==> src/design/pwf_pkg.sv <==
// ----------------------------------------------------------------------------
// pwf_pkg - palindrome word finder shared definitions
// Widths, word-length limit, character class helpers and memory port struct.
// ----------------------------------------------------------------------------
`default_nettype none

package pwf_pkg;

  localparam int MAX_WORD = 32;
  localparam int LEN_W    = $clog2(MAX_WORD + 1);
  localparam int ADDR_W   = (MAX_WORD > 1) ? $clog2(MAX_WORD) : 1;
  localparam int CHAR_W   = 8;

  localparam logic [CHAR_W-1:0] CH_DIGIT_LO = 8'd48;
  localparam logic [CHAR_W-1:0] CH_DIGIT_HI = 8'd57;
  localparam logic [CHAR_W-1:0] CH_UPPER_LO = 8'h41;
  localparam logic [CHAR_W-1:0] CH_UPPER_HI = 8'h5A;
  localparam logic [CHAR_W-1:0] CH_LOWER_LO = 8'h61;
  localparam logic [CHAR_W-1:0] CH_LOWER_HI = 8'h7A;
  localparam logic [CHAR_W-1:0] CASE_OFFSET = 8'd32;
  localparam logic [LEN_W-1:0]  MIN_REPORT  = LEN_W'(2);
  localparam logic [LEN_W-1:0]  MAX_LEN     = LEN_W'(MAX_WORD);

  typedef logic [ADDR_W-1:0] addr_t;
  typedef logic [LEN_W-1:0]  len_t;
  typedef logic [CHAR_W-1:0] char_t;

  typedef struct packed {
    logic  we;
    addr_t waddr;
    char_t wdata;
    addr_t raddr_a;
    addr_t raddr_b;
  } mem_req_t;

  function automatic char_t fold_upper(input char_t ch);
    if (ch >= CH_LOWER_LO && ch <= CH_LOWER_HI) begin
      return ch - CASE_OFFSET;
    end
    return ch;
  endfunction

  function automatic logic is_word_char(input char_t ch);
    char_t up;
    up = fold_upper(ch);
    return (up >= CH_UPPER_LO && up <= CH_UPPER_HI) ||
           (ch >= CH_DIGIT_LO && ch <= CH_DIGIT_HI);
  endfunction

endpackage

`default_nettype wire

==> src/design/pwf_if.sv <==
// ----------------------------------------------------------------------------
// pwf_if - palindrome word finder channels
// Valid/ready channels for sentence bytes in and word characters out.
// ----------------------------------------------------------------------------
`default_nettype none

interface pwf_in_if;
  logic                valid;
  logic                ready;
  pwf_pkg::char_t      text_byte;
  logic                sentence_end;

  modport source (output valid, text_byte, sentence_end, input ready);
  modport sink   (input valid, text_byte, sentence_end, output ready);
endinterface

interface pwf_out_if;
  logic                valid;
  logic                ready;
  pwf_pkg::char_t      word_char;
  logic                word_last;

  modport source (output valid, word_char, word_last, input ready);
  modport sink   (input valid, word_char, word_last, output ready);
endinterface

`default_nettype wire

==> src/design/palindrome_word_finder_top.sv <==
// ----------------------------------------------------------------------------
// palindrome_word_finder_top - palindromic word finder
// Collects alphanumeric words from a byte stream and reports palindromes.
// ----------------------------------------------------------------------------
// Channel    Role  Beat payload
// text_in    sink  text_byte[7:0], sentence_end
// word_out   src   word_char[7:0], word_last
//
// A byte that extends a word is taken straight away while the sequencer is idle.
// A closing byte of a reported candidate starts the mirror compare: each pair is
// read from the dual-read word store (registered read data) and checked by one
// compare unit, then each character is read and emitted, held under output stall.
// text_in is not ready from the closing beat until the last character leaves
// or a compare fails.
// Synchronous reset clears the sequencer; the word store is not cleared.
// ----------------------------------------------------------------------------
`default_nettype none

module palindrome_word_finder_top (
  input  wire logic clk,
  input  wire logic rst,
  pwf_in_if.sink    text_in,
  pwf_out_if.source word_out
);

  pwf_pkg::mem_req_t mem_req;
  pwf_pkg::char_t    rd_a;
  pwf_pkg::char_t    rd_b;
  logic              chars_eq;

  pwf_word_mem u_mem (
    .clk  (clk),
    .req  (mem_req),
    .rd_a (rd_a),
    .rd_b (rd_b)
  );

  pwf_cmp_unit u_cmp (
    .a  (rd_a),
    .b  (rd_b),
    .eq (chars_eq)
  );

  pwf_seq u_seq (
    .clk      (clk),
    .rst      (rst),
    .text_in  (text_in),
    .word_out (word_out),
    .mem_req  (mem_req),
    .rd_a     (rd_a),
    .chars_eq (chars_eq)
  );

endmodule

`default_nettype wire

==> src/design/pwf_word_mem.sv <==
// ----------------------------------------------------------------------------
// pwf_word_mem - word character store
// One write port, two read ports with registered read data.
// ----------------------------------------------------------------------------
`default_nettype none

module pwf_word_mem (
  input  wire logic              clk,
  input  wire pwf_pkg::mem_req_t req,
  output pwf_pkg::char_t         rd_a,
  output pwf_pkg::char_t         rd_b
);

  pwf_pkg::char_t store [pwf_pkg::MAX_WORD];

  always_ff @(posedge clk) begin
    if (req.we) begin
      store[req.waddr] <= req.wdata;
    end
    rd_a <= store[req.raddr_a];
    rd_b <= store[req.raddr_b];
  end

endmodule

`default_nettype wire

==> src/design/pwf_cmp_unit.sv <==
// ----------------------------------------------------------------------------
// pwf_cmp_unit - case-insensitive character compare
// Folds both characters to upper case and tests them for equality.
// ----------------------------------------------------------------------------
`default_nettype none

module pwf_cmp_unit (
  input  wire pwf_pkg::char_t a,
  input  wire pwf_pkg::char_t b,
  output logic                eq
);

  assign eq = (pwf_pkg::fold_upper(a) == pwf_pkg::fold_upper(b));

endmodule

`default_nettype wire

==> src/design/pwf_seq.sv <==
// ----------------------------------------------------------------------------
// pwf_seq - palindrome word finder sequencer
// Builds words, walks the mirror compare and emits reported characters.
// ----------------------------------------------------------------------------
`default_nettype none

module pwf_seq (
  input  wire logic               clk,
  input  wire logic               rst,
  pwf_in_if.sink                  text_in,
  pwf_out_if.source               word_out,
  output pwf_pkg::mem_req_t       mem_req,
  input  wire pwf_pkg::char_t     rd_a,
  input  wire logic               chars_eq
);

  typedef enum logic [2:0] {
    S_IDLE,
    S_CMP_RD,
    S_CMP,
    S_EMIT_RD,
    S_EMIT_OUT
  } state_t;

  state_t          state;
  pwf_pkg::len_t   len;
  logic            too_long;
  pwf_pkg::addr_t  lo;
  pwf_pkg::addr_t  hi;
  pwf_pkg::addr_t  k;

  logic            accept;
  logic            word_ch;
  logic            room;
  logic            closing;
  logic            too_long_next;
  pwf_pkg::len_t   len_next;
  logic            drop;
  pwf_pkg::addr_t  lo_next;
  pwf_pkg::addr_t  hi_next;
  logic            last_char;

  assign accept        = text_in.valid && text_in.ready;
  assign word_ch       = pwf_pkg::is_word_char(text_in.text_byte);
  assign room          = (len < pwf_pkg::MAX_LEN);
  assign closing       = !word_ch || text_in.sentence_end;
  assign too_long_next = too_long || (word_ch && !room);
  assign len_next      = (word_ch && room) ? len + pwf_pkg::LEN_W'(1) : len;
  assign drop          = too_long_next || (len_next < pwf_pkg::MIN_REPORT);
  assign lo_next       = lo + pwf_pkg::ADDR_W'(1);
  assign hi_next       = hi - pwf_pkg::ADDR_W'(1);
  assign last_char     = (pwf_pkg::LEN_W'(k) == len - pwf_pkg::LEN_W'(1));

  assign text_in.ready      = (state == S_IDLE);
  assign word_out.valid     = (state == S_EMIT_OUT);
  assign word_out.word_char = rd_a;
  assign word_out.word_last = last_char;

  always_comb begin
    mem_req.we      = accept && word_ch && room;
    mem_req.waddr   = len[pwf_pkg::ADDR_W-1:0];
    mem_req.wdata   = text_in.text_byte;
    mem_req.raddr_a = (state == S_EMIT_RD || state == S_EMIT_OUT) ? k : lo;
    mem_req.raddr_b = hi;
  end

  always_ff @(posedge clk) begin
    if (rst) begin
      state    <= S_IDLE;
      len      <= '0;
      too_long <= 1'b0;
      lo       <= '0;
      hi       <= '0;
      k        <= '0;
    end else begin
      case (state)
        S_IDLE: begin
          if (accept) begin
            if (!closing) begin
              len      <= len_next;
              too_long <= too_long_next;
            end else if (drop) begin
              len      <= '0;
              too_long <= 1'b0;
            end else begin
              len   <= len_next;
              lo    <= '0;
              hi    <= pwf_pkg::ADDR_W'(len_next - pwf_pkg::LEN_W'(1));
              k     <= '0;
              state <= S_CMP_RD;
            end
          end
        end
        S_CMP_RD: begin
          state <= S_CMP;
        end
        S_CMP: begin
          if (!chars_eq) begin
            len   <= '0;
            state <= S_IDLE;
          end else if (lo_next < hi_next) begin
            lo    <= lo_next;
            hi    <= hi_next;
            state <= S_CMP_RD;
          end else begin
            state <= S_EMIT_RD;
          end
        end
        S_EMIT_RD: begin
          state <= S_EMIT_OUT;
        end
        S_EMIT_OUT: begin
          if (word_out.ready) begin
            if (last_char) begin
              len   <= '0;
              state <= S_IDLE;
            end else begin
              k     <= k + pwf_pkg::ADDR_W'(1);
              state <= S_EMIT_RD;
            end
          end
        end
        default: begin
          state <= S_IDLE;
        end
      endcase
    end
  end

endmodule

`default_nettype wire

==> src/flat_wrapper.sv <==
// flat-port wrapper written by rule: the top's interface ports become plain ports
module palindrome_word_finder_top_flat 
  (clk, rst, text_in_valid, text_in_text_byte, text_in_sentence_end, text_in_ready, word_out_valid, word_out_word_char, word_out_word_last, word_out_ready);
  pwf_in_if text_in_i ();
  pwf_out_if word_out_i ();
  input  wire logic clk;
  input  wire logic rst;
  input wire logic [$bits(text_in_i.valid)-1:0] text_in_valid;
  input wire logic [$bits(text_in_i.text_byte)-1:0] text_in_text_byte;
  input wire logic [$bits(text_in_i.sentence_end)-1:0] text_in_sentence_end;
  output wire logic [$bits(text_in_i.ready)-1:0] text_in_ready;
  output wire logic [$bits(word_out_i.valid)-1:0] word_out_valid;
  output wire logic [$bits(word_out_i.word_char)-1:0] word_out_word_char;
  output wire logic [$bits(word_out_i.word_last)-1:0] word_out_word_last;
  input wire logic [$bits(word_out_i.ready)-1:0] word_out_ready;
  assign text_in_i.valid = text_in_valid;
  assign text_in_i.text_byte = text_in_text_byte;
  assign text_in_i.sentence_end = text_in_sentence_end;
  assign text_in_ready = text_in_i.ready;
  assign word_out_valid = word_out_i.valid;
  assign word_out_word_char = word_out_i.word_char;
  assign word_out_word_last = word_out_i.word_last;
  assign word_out_i.ready = word_out_ready;
  palindrome_word_finder_top u_core (.clk(clk), .rst(rst), .text_in(text_in_i), .word_out(word_out_i));
endmodule
==> config.mk <==
export PLATFORM = sky130hd
export DESIGN_NAME = palindrome_word_finder_top_flat
export DESIGN_NICKNAME = d
export VERILOG_FILES = /design/src/design/pwf_pkg.sv /design/src/design/pwf_if.sv /design/src/design/palindrome_word_finder_top.sv /design/src/design/pwf_word_mem.sv /design/src/design/pwf_cmp_unit.sv /design/src/design/pwf_seq.sv /design/src/flat_wrapper.sv
export SDC_FILE = /design/constraint.sdc
export NUM_CORES = 1
export LEC_CHECK = 0
export BUFFER_PORTS_ARGS = -buffer_cell sky130_fd_sc_hd__buf_2
export CORE_ASPECT_RATIO = 2
export CORE_UTILIZATION = 35
export CTS_CLUSTER_SIZE = 14
export DETAILED_ROUTE_END_ITERATION = 16
export PLACE_DENSITY = 0.5
export SKIP_CTS_REPAIR_TIMING = 1
export SLEW_MARGIN = 30
export SYNTH_ARGS = -nofsm -noshare
export SYNTH_HDL_FRONTEND = slang
export SYNTH_SLANG_ARGS = --single-unit
==> constraint.sdc <==
create_clock -name clk -period 12.35 [get_ports clk]
set_clock_uncertainty 0.15 [all_clocks]
set_input_delay 2.47 -clock clk [delete_from_list [all_inputs] [get_ports clk]]
set_output_delay 2.47 -clock clk [all_outputs]
set_load 0.02 [all_outputs]
Yosys cells after proc, flatten, opt, wreduce, memory -nomap -nowiden --
Memories as Yosys holds them, arrays and structs flattened. A register that Yosys moved wholly into a read port is not among the register bits. Cells that the tools add are included.
Word-level totals: flip-flop bits (word level) 25, output and inout bits 11, logic and storage cells 116, memories 1, RAM bits 256
Cells by class: multiplexer cells 45, magnitude comparators 13, reduce and logical (&&, ||, !) cells 26, eq/ne operators 16, $add $sub $neg 9
Memory list:
- u_core.u_mem.store | depth 32, bits a word 8, read ports 2, clocked after Yosys merged registers in 2, wr ports 1, RTL line pwf_word_mem.sv:14 | pwf_pkg::char_t store [pwf_pkg::MAX_WORD];
Operators with widths (count):
- 5-bit two-way mux | 13
- 8-bit two-way mux | 6
- 6-bit two-way mux | 7
- 8-bit by 7-bit greater-or-equal comparator with 1-bit output, second input constant | 4
- 8-bit by 7-bit <= comparator with 1-bit output, second input constant | 4
- 5-bit case mux with 2 select lines | 3
- 8-bit by 6-bit subtractor with 8-bit output, second input constant | 3
- 6-bit case mux with 3 select lines | 1
- 3-bit case mux with 5 select lines | 1
- 3-bit two-way mux | 4
- 6-bit AND reduction | 2
- 5-bit by 1-bit adder with 5-bit output, second input constant | 2
- 1-bit logical AND | 10
- 2-bit by 1-bit != test with 1-bit output, second input constant | 5
- 2-bit != test, second input constant | 5
- 5-bit by 1-bit subtractor with 5-bit output, second input constant | 2
- 8-bit == test | 1
- 8-bit by 6-bit greater-or-equal comparator with 1-bit output, second input constant | 1
- 8-bit by 6-bit <= comparator with 1-bit output, second input constant | 1
- 1-bit two-way mux | 7
- 6-bit by 1-bit adder with 6-bit output, second input constant | 1
- 3-bit by 2-bit == test with 1-bit output, second input constant | 2
- 5-bit by 6-bit == test with 1-bit output | 1
- 6-bit by 2-bit less-than comparator with 1-bit output, second input constant | 1
- other kinds (14) | 22

Logic depth before layout (Yosys ltp) --
depth in word-level cells 15, mapped depth 15, mapped depth without buffers 15

Hierarchy --
Synthesis repeated with hierarchy kept, for this count alone.
Second synthesis, totals: cell total of the unflattened synthesis 854, area total of the unflattened synthesis 14836.7 um^2
By module, submodules not included:
- pwf_word_mem | instances 1, seq. area each 8007.7 um^2, cells an instance 532, area each 12208.0 um^2
- pwf_seq | instances 1, seq. area each 500.5 um^2, cells an instance 287, area each 2362.3 um^2
- pwf_cmp_unit | instances 1, seq. area each 0.0 um^2, cells an instance 35, area each 266.5 um^2

Worst setup path before layout --
No wires, ideal clock.
kind input-to-reg, start point in text_in_text_byte[6], end point reg u_core.u_seq.hi[4], path slack 6.793 ns, buffers on the path 0, stages on the path 15, required time 12.084 ns, library setup time 0.116 ns, arrival 5.291 ns, cell sequence inv_1 -> ha_1 -> o211ai_1 -> o211ai_1 -> a2111oi_4 -> nor2_1 -> or2_2 -> inv_1 -> ha_1 -> nand3_1 -> mux2i_1 -> xnor3_1 -> a21oi_1 -> nor4_1 -> a31o_2
Between the ends: longest elaborated chain between the ends 14, elaborated cells on any way between the ends 30, classes of those cells add/sub: 2; order compare: 7; eq/ne: 2; mux: 8; reduce/logical: 11
RTL lines:
- from (decl) | RTL line flat_wrapper.sv:9 | input wire logic [$bits(text_in_i.text_byte)-1:0] text_in_text_byte;
- 8-bit by 7-bit greater-or-equal comparator with 1-bit output or 8-bit by 7-bit <= comparator with 1-bit output (tied branches) | RTL line pwf_pkg.sv:37 | if (ch >= CH_LOWER_LO && ch <= CH_LOWER_HI) begin
- 1-bit logical AND | RTL line pwf_pkg.sv:37
- 1-bit two-way mux | RTL line pwf_pkg.sv:37
- 8-bit two-way mux | RTL line pwf_pkg.sv:40 | return ch;
- 8-bit by 7-bit greater-or-equal comparator with 1-bit output or 8-bit by 7-bit <= comparator with 1-bit output (tied branches) | RTL line pwf_pkg.sv:46 | return (up >= CH_UPPER_LO && up <= CH_UPPER_HI) ||
- 1-bit logical AND | RTL line pwf_pkg.sv:46
- 1-bit logical OR * | RTL line pwf_pkg.sv:46
- 1-bit logical AND | RTL line pwf_seq.sv:48 | assign len_next = (word_ch && room) ? len + pwf_pkg::LEN_W'(1) : len;
- 6-bit two-way mux | RTL line pwf_seq.sv:48
- 5-bit by 1-bit subtractor with 5-bit output | RTL line pwf_seq.sv:88 | hi <= pwf_pkg::ADDR_W'(len_next - pwf_pkg::LEN_W'(1));
- 5-bit two-way mux | RTL line pwf_seq.sv:82 | end else if (drop) begin
- 5-bit two-way mux | RTL line pwf_seq.sv:79 | if (!closing) begin
- 5-bit two-way mux | RTL line pwf_seq.sv:78 | if (accept) begin
- 5-bit case mux with 2 select lines | RTL line pwf_seq.sv:76 | case (state)
- to (signal assigned) | RTL line pwf_seq.sv:88
- to (signal assigned) | RTL line pwf_seq.sv:103 | hi <= hi_next;
- to (decl) | RTL line pwf_seq.sv:29 | pwf_pkg::addr_t hi;
Mark *: on every way between the ends. The rest lies on a longest branch, timed or not. The select of a mux whose other input is x is not followed. A chain may end at the register's enable or synchronous reset.

Worst setup path in the final report --
start point in text_in_text_byte[6], end point mem u_core.u_mem.store[7][2] (netlist bit), enable pin
Between the ends: longest elaborated chain between the ends 11, elaborated cells on any way between the ends 18, classes of those cells add/sub: 1; order compare: 6; mux: 5; reduce/logical: 6
RTL lines:
- 8-bit by 7-bit greater-or-equal comparator with 1-bit output or 8-bit by 7-bit <= comparator with 1-bit output (tied branches) | RTL line pwf_pkg.sv:37
- 1-bit logical AND | RTL line pwf_pkg.sv:37
- 1-bit two-way mux | RTL line pwf_pkg.sv:37
- 8-bit two-way mux | RTL line pwf_pkg.sv:40
- 8-bit by 7-bit greater-or-equal comparator with 1-bit output or 8-bit by 7-bit <= comparator with 1-bit output (tied branches) | RTL line pwf_pkg.sv:46
- 1-bit logical AND | RTL line pwf_pkg.sv:46
- 1-bit logical OR * | RTL line pwf_pkg.sv:46
- 1-bit logical AND * (2 in series) | RTL line pwf_seq.sv:60 | mem_req.we = accept && word_ch && room;
- 1-bit two-way mux * | RTL line pwf_word_mem.sv:17 | if (req.we) begin
- 1-bit two-way mux (implied by the code) * | RTL line pwf_word_mem.sv:18 | store[req.waddr] <= req.wdata;
- to (decl) | RTL line pwf_word_mem.sv:14
Marked as above.

==> results.md <==
* Crit path launch type: input port
* Vias in the first global route at 10300
* TritonCTS clock tree: yes
* # fillers at 4132
* Hold-critical path endpoint: u_core.u_seq.hi[1]
* Largest net degree at the start of global routing at 129
* Vias/cell at 5.82
* Post-route cell area at 16900 um2
* Comb pwr share at 2.8%
* Util after Layout at 39.1%
* Final setup vio count at 0
* TritonCTS buffer count at 28
* Post-synth ARST share at 0%
* Routed wire length at 49600 um
* Core Rows at 108
* Worst EP arrival at 6050 ps
* Placed inst area at 16100 um2
* # diodes at 0
* Layout cell share with drive strength beyond 1 at 17.4%
* Crit Path Max Fanout at 37
* Yosys cell types at 74
* R2R depth at 8
* Clock power share at 42.9%
* Initial core utilization at 35.4%
* Syn. warnings at 0
* Register area share after synthesis at 55.3%
* CP endpoint kind: flip-flop
* PwrDens at 119 nW/um2
* Die width at 150 um
* Clk slew on worst S/H paths at 70 ps
* Initial antenna violation count at 1
* F_max at 166 MHz
* Leading area contributor after synthesis: edfxtp_1
* FF-to-FF End: u_core.u_mem.rd_a[3]
* Layout area overhead at 10.2%
* Min-Delay Path Class: flip-flop to flip-flop
* Dpl hpwl at 34600 um
* Int Pwr at 1.58 mW
* First-pass GRT wire length at 71300 um
* Final Max Tran Viols at 0
* Die extent in y at 298 um
* Post-synthesis register bit count at 297
* Crit Path Category: input port to flip-flop
* IO Pins at 24
* CTS root buffer: clkbuf_16
* R2r setup slk at 8060 ps
* Hold WS at 375 ps
* Clk Latency, worst-skew pair at 570 ps
* Reg power frac at 54.3%
* RSZ-0062 raised after global routing: no
* Non-Filler Instances at 1771
* Top post-synthesis cells by area: edfxtp_1 (50%), mux2i_1 (8.7%), dfxtp_1 (5.3%)
* Mapped Nets at 1242
* Grt ovf at 0
* Hold Path Stages at 2
* Status: finished clean
* Final-report hold violation count at 0
* DRT Pass-1 Iters at 5
* MaxCap Viol Count at 0
* Nets at 1232
* H-Tree Level Count at 1
* Reg-to-Reg Start: u_core.u_seq.state[0]
* Clk buf depth at 3
* Most common library cells after synthesis: edfxtp_1 (256), mux2i_1 (134), nor2_1 (108)
* Clk sinks at 297
* Synth Area per Inst at 12.7 um2
* Critical Path Start: text_in_text_byte[6]
* Switching power share of the total at 21.2%
* Placed cells at 1722
* WP data required at 12390 ps
* Overall Global Routing Usage at 22.4%
* Synth Cell Area at 15400 um2
* Slew at the pin closest to its max-slew limit at 977 ps
* Most common cell in the netlist: edfxtp_1
* Max_slew headroom at 34.8%
* Hold Path Origin: u_core.u_seq.hi[1]
* Max IR drop VDD at 0.0813 mV
* P_leak at 5.73 nW
* Post-route minimum period at 6010 ps
* Storage cell area at 8510 um2
* Core area at 43400 um2
* Multi-input gate area at 6480 um2
* Setup_tns at 0 ps
* Buffers on Ports at 23
* Ys flop type: edfxtp_1
* Die Area at 44800 um2
* Placer Congestion at 0.905
* Post-route ant nets at 0
* Vias after detailed routing at 10300
* Residual DRC at 0
* Initial DRC count at 692
* Post-synth EDFFs at 256
* Top cell type's share of synthesized area at 50.0%
* Crit share post-route at 48.7%
* Switching pwr at 427 uW
* Avg WL per Cell at 28.0 um
* Cell count after synthesis at 1212
power by group through the flow:
stage	registers (mW)	logic (mW)	clock network (mW)
after global routing	1.09	0.0605	0.911
after floorplan	1.11	0.0235	0
after CTS	1.09	0.0572	0.877
final	1.09	0.0566	0.863
after global placement	1.11	0.0564	0
after detailed placement	1.11	0.0571	0
cells in the final DEF, fill, tap and decap left out, types with 9 or more instances in the layout:
cell / netlist / final
o21ai_0: 17 / 17
nand2_1: 69 / 69
xnor2_1: 16 / 16
buf_2: 14 / 23
nand3_1: 16 / 16
ha_1: 17 / 17
o221ai_1: 37 / 34
mux2_2: 66 / 66
o22ai_1: 20 / 20
o211ai_1: 68 / 68
a21oi_1: 67 / 67
clkbuf_16: 0 / 28
o31ai_1: 11 / 11
edfxtp_1: 256 / 256
nor2_1: 108 / 107
inv_1: 24 / 24
xor2_1: 9 / 9
dfxtp_1: 41 / 39
buf_4: 1 / 19
mux2i_1: 134 / 134
nor3_1: 12 / 12
mux4_2: 32 / 32
worst max-delay path by stage:
| stage | end |
|---|---|
| 2_1_floorplan | u_core.u_seq.hi[4] |
| 3_3_place_gp | u_core.u_mem.store[7][1] |
| 3_5_place_dp | u_core.u_mem.store[7][1] |
| 4_1_cts | u_core.u_mem.store[7][1] |
| 5_1_grt | u_core.u_seq.hi[4] |
| 6_report | u_core.u_mem.store[7][2] |
per-layer routing:
layer | wire (um) | vias to the layer above | global-route usage, %
li1 | - | 4711 | -
met4 | 3470 | 0 | 14.3
met3 | 1730 | 93 | 2.11
met1 | 17100 | 5216 | 23.3
met2 | 27300 | 293 | 41.9
met5 | 0 | - | 0
worst max-delay path: stages:
cell,delay (ps)
buf_2,70
buf_4,360
inv_1,230
ha_1,330
o211ai_1,200
o211ai_1,210
a2111oi_4,540
and2_1,270
nand2_1,430
nor2_1,880
state kept, by name, indices dropped and copies added, names as in the netlist, 3 cells and up:
signal and flops:
u_core.u_mem.rd_a 8, u_core.u_mem.rd_b 8, u_core.u_mem.store 256, u_core.u_seq.hi 5
u_core.u_seq.k 5, u_core.u_seq.len 6, u_core.u_seq.lo 5, u_core.u_seq.state 3
logic make-up (layout without fill, tap and decap cells):
| kind of cell | Yosys count | after routing | synth area share (%) |
|---|---|---|---|
| adders and majority gates | 17 | 17 | 1.38 |
| DFF | 297 | 297 | 55.3 |
| xor gates and xnor gates | 27 | 27 | 1.68 |
| muxes | 233 | 233 | 18.3 |
| AOI/OAI and AO/OA | 273 | 273 | 12.7 |
| buffers and inverters | 109 | 118 | 2.85 |
| and+or+nand+nor | 256 | 256 | 7.71 |
layout make-up:
| type | instances | share of cell area (%) |
|---|---|---|
| Sequential cell | 297 | 50.2 |
| Multi-Input combinational cell | 806 | 38.2 |
| Clock buffer | 34 | 4.27 |
| Tap cell | 550 | 4.06 |
| Timing Repair Buffer | 43 | 1.64 |
| Clock inverter | 15 | 0.967 |
| Inverter | 26 | 0.576 |
stage by stage:
stage	setup slack (ps)	power (mW)
floorplan	6790	1.14
global placement	5900	1.17
detailed placement	5810	1.17
CTS	6400	2.03
global route	6140	2.06
finish	6340	2.01
(Power assumes the default switching activity.)
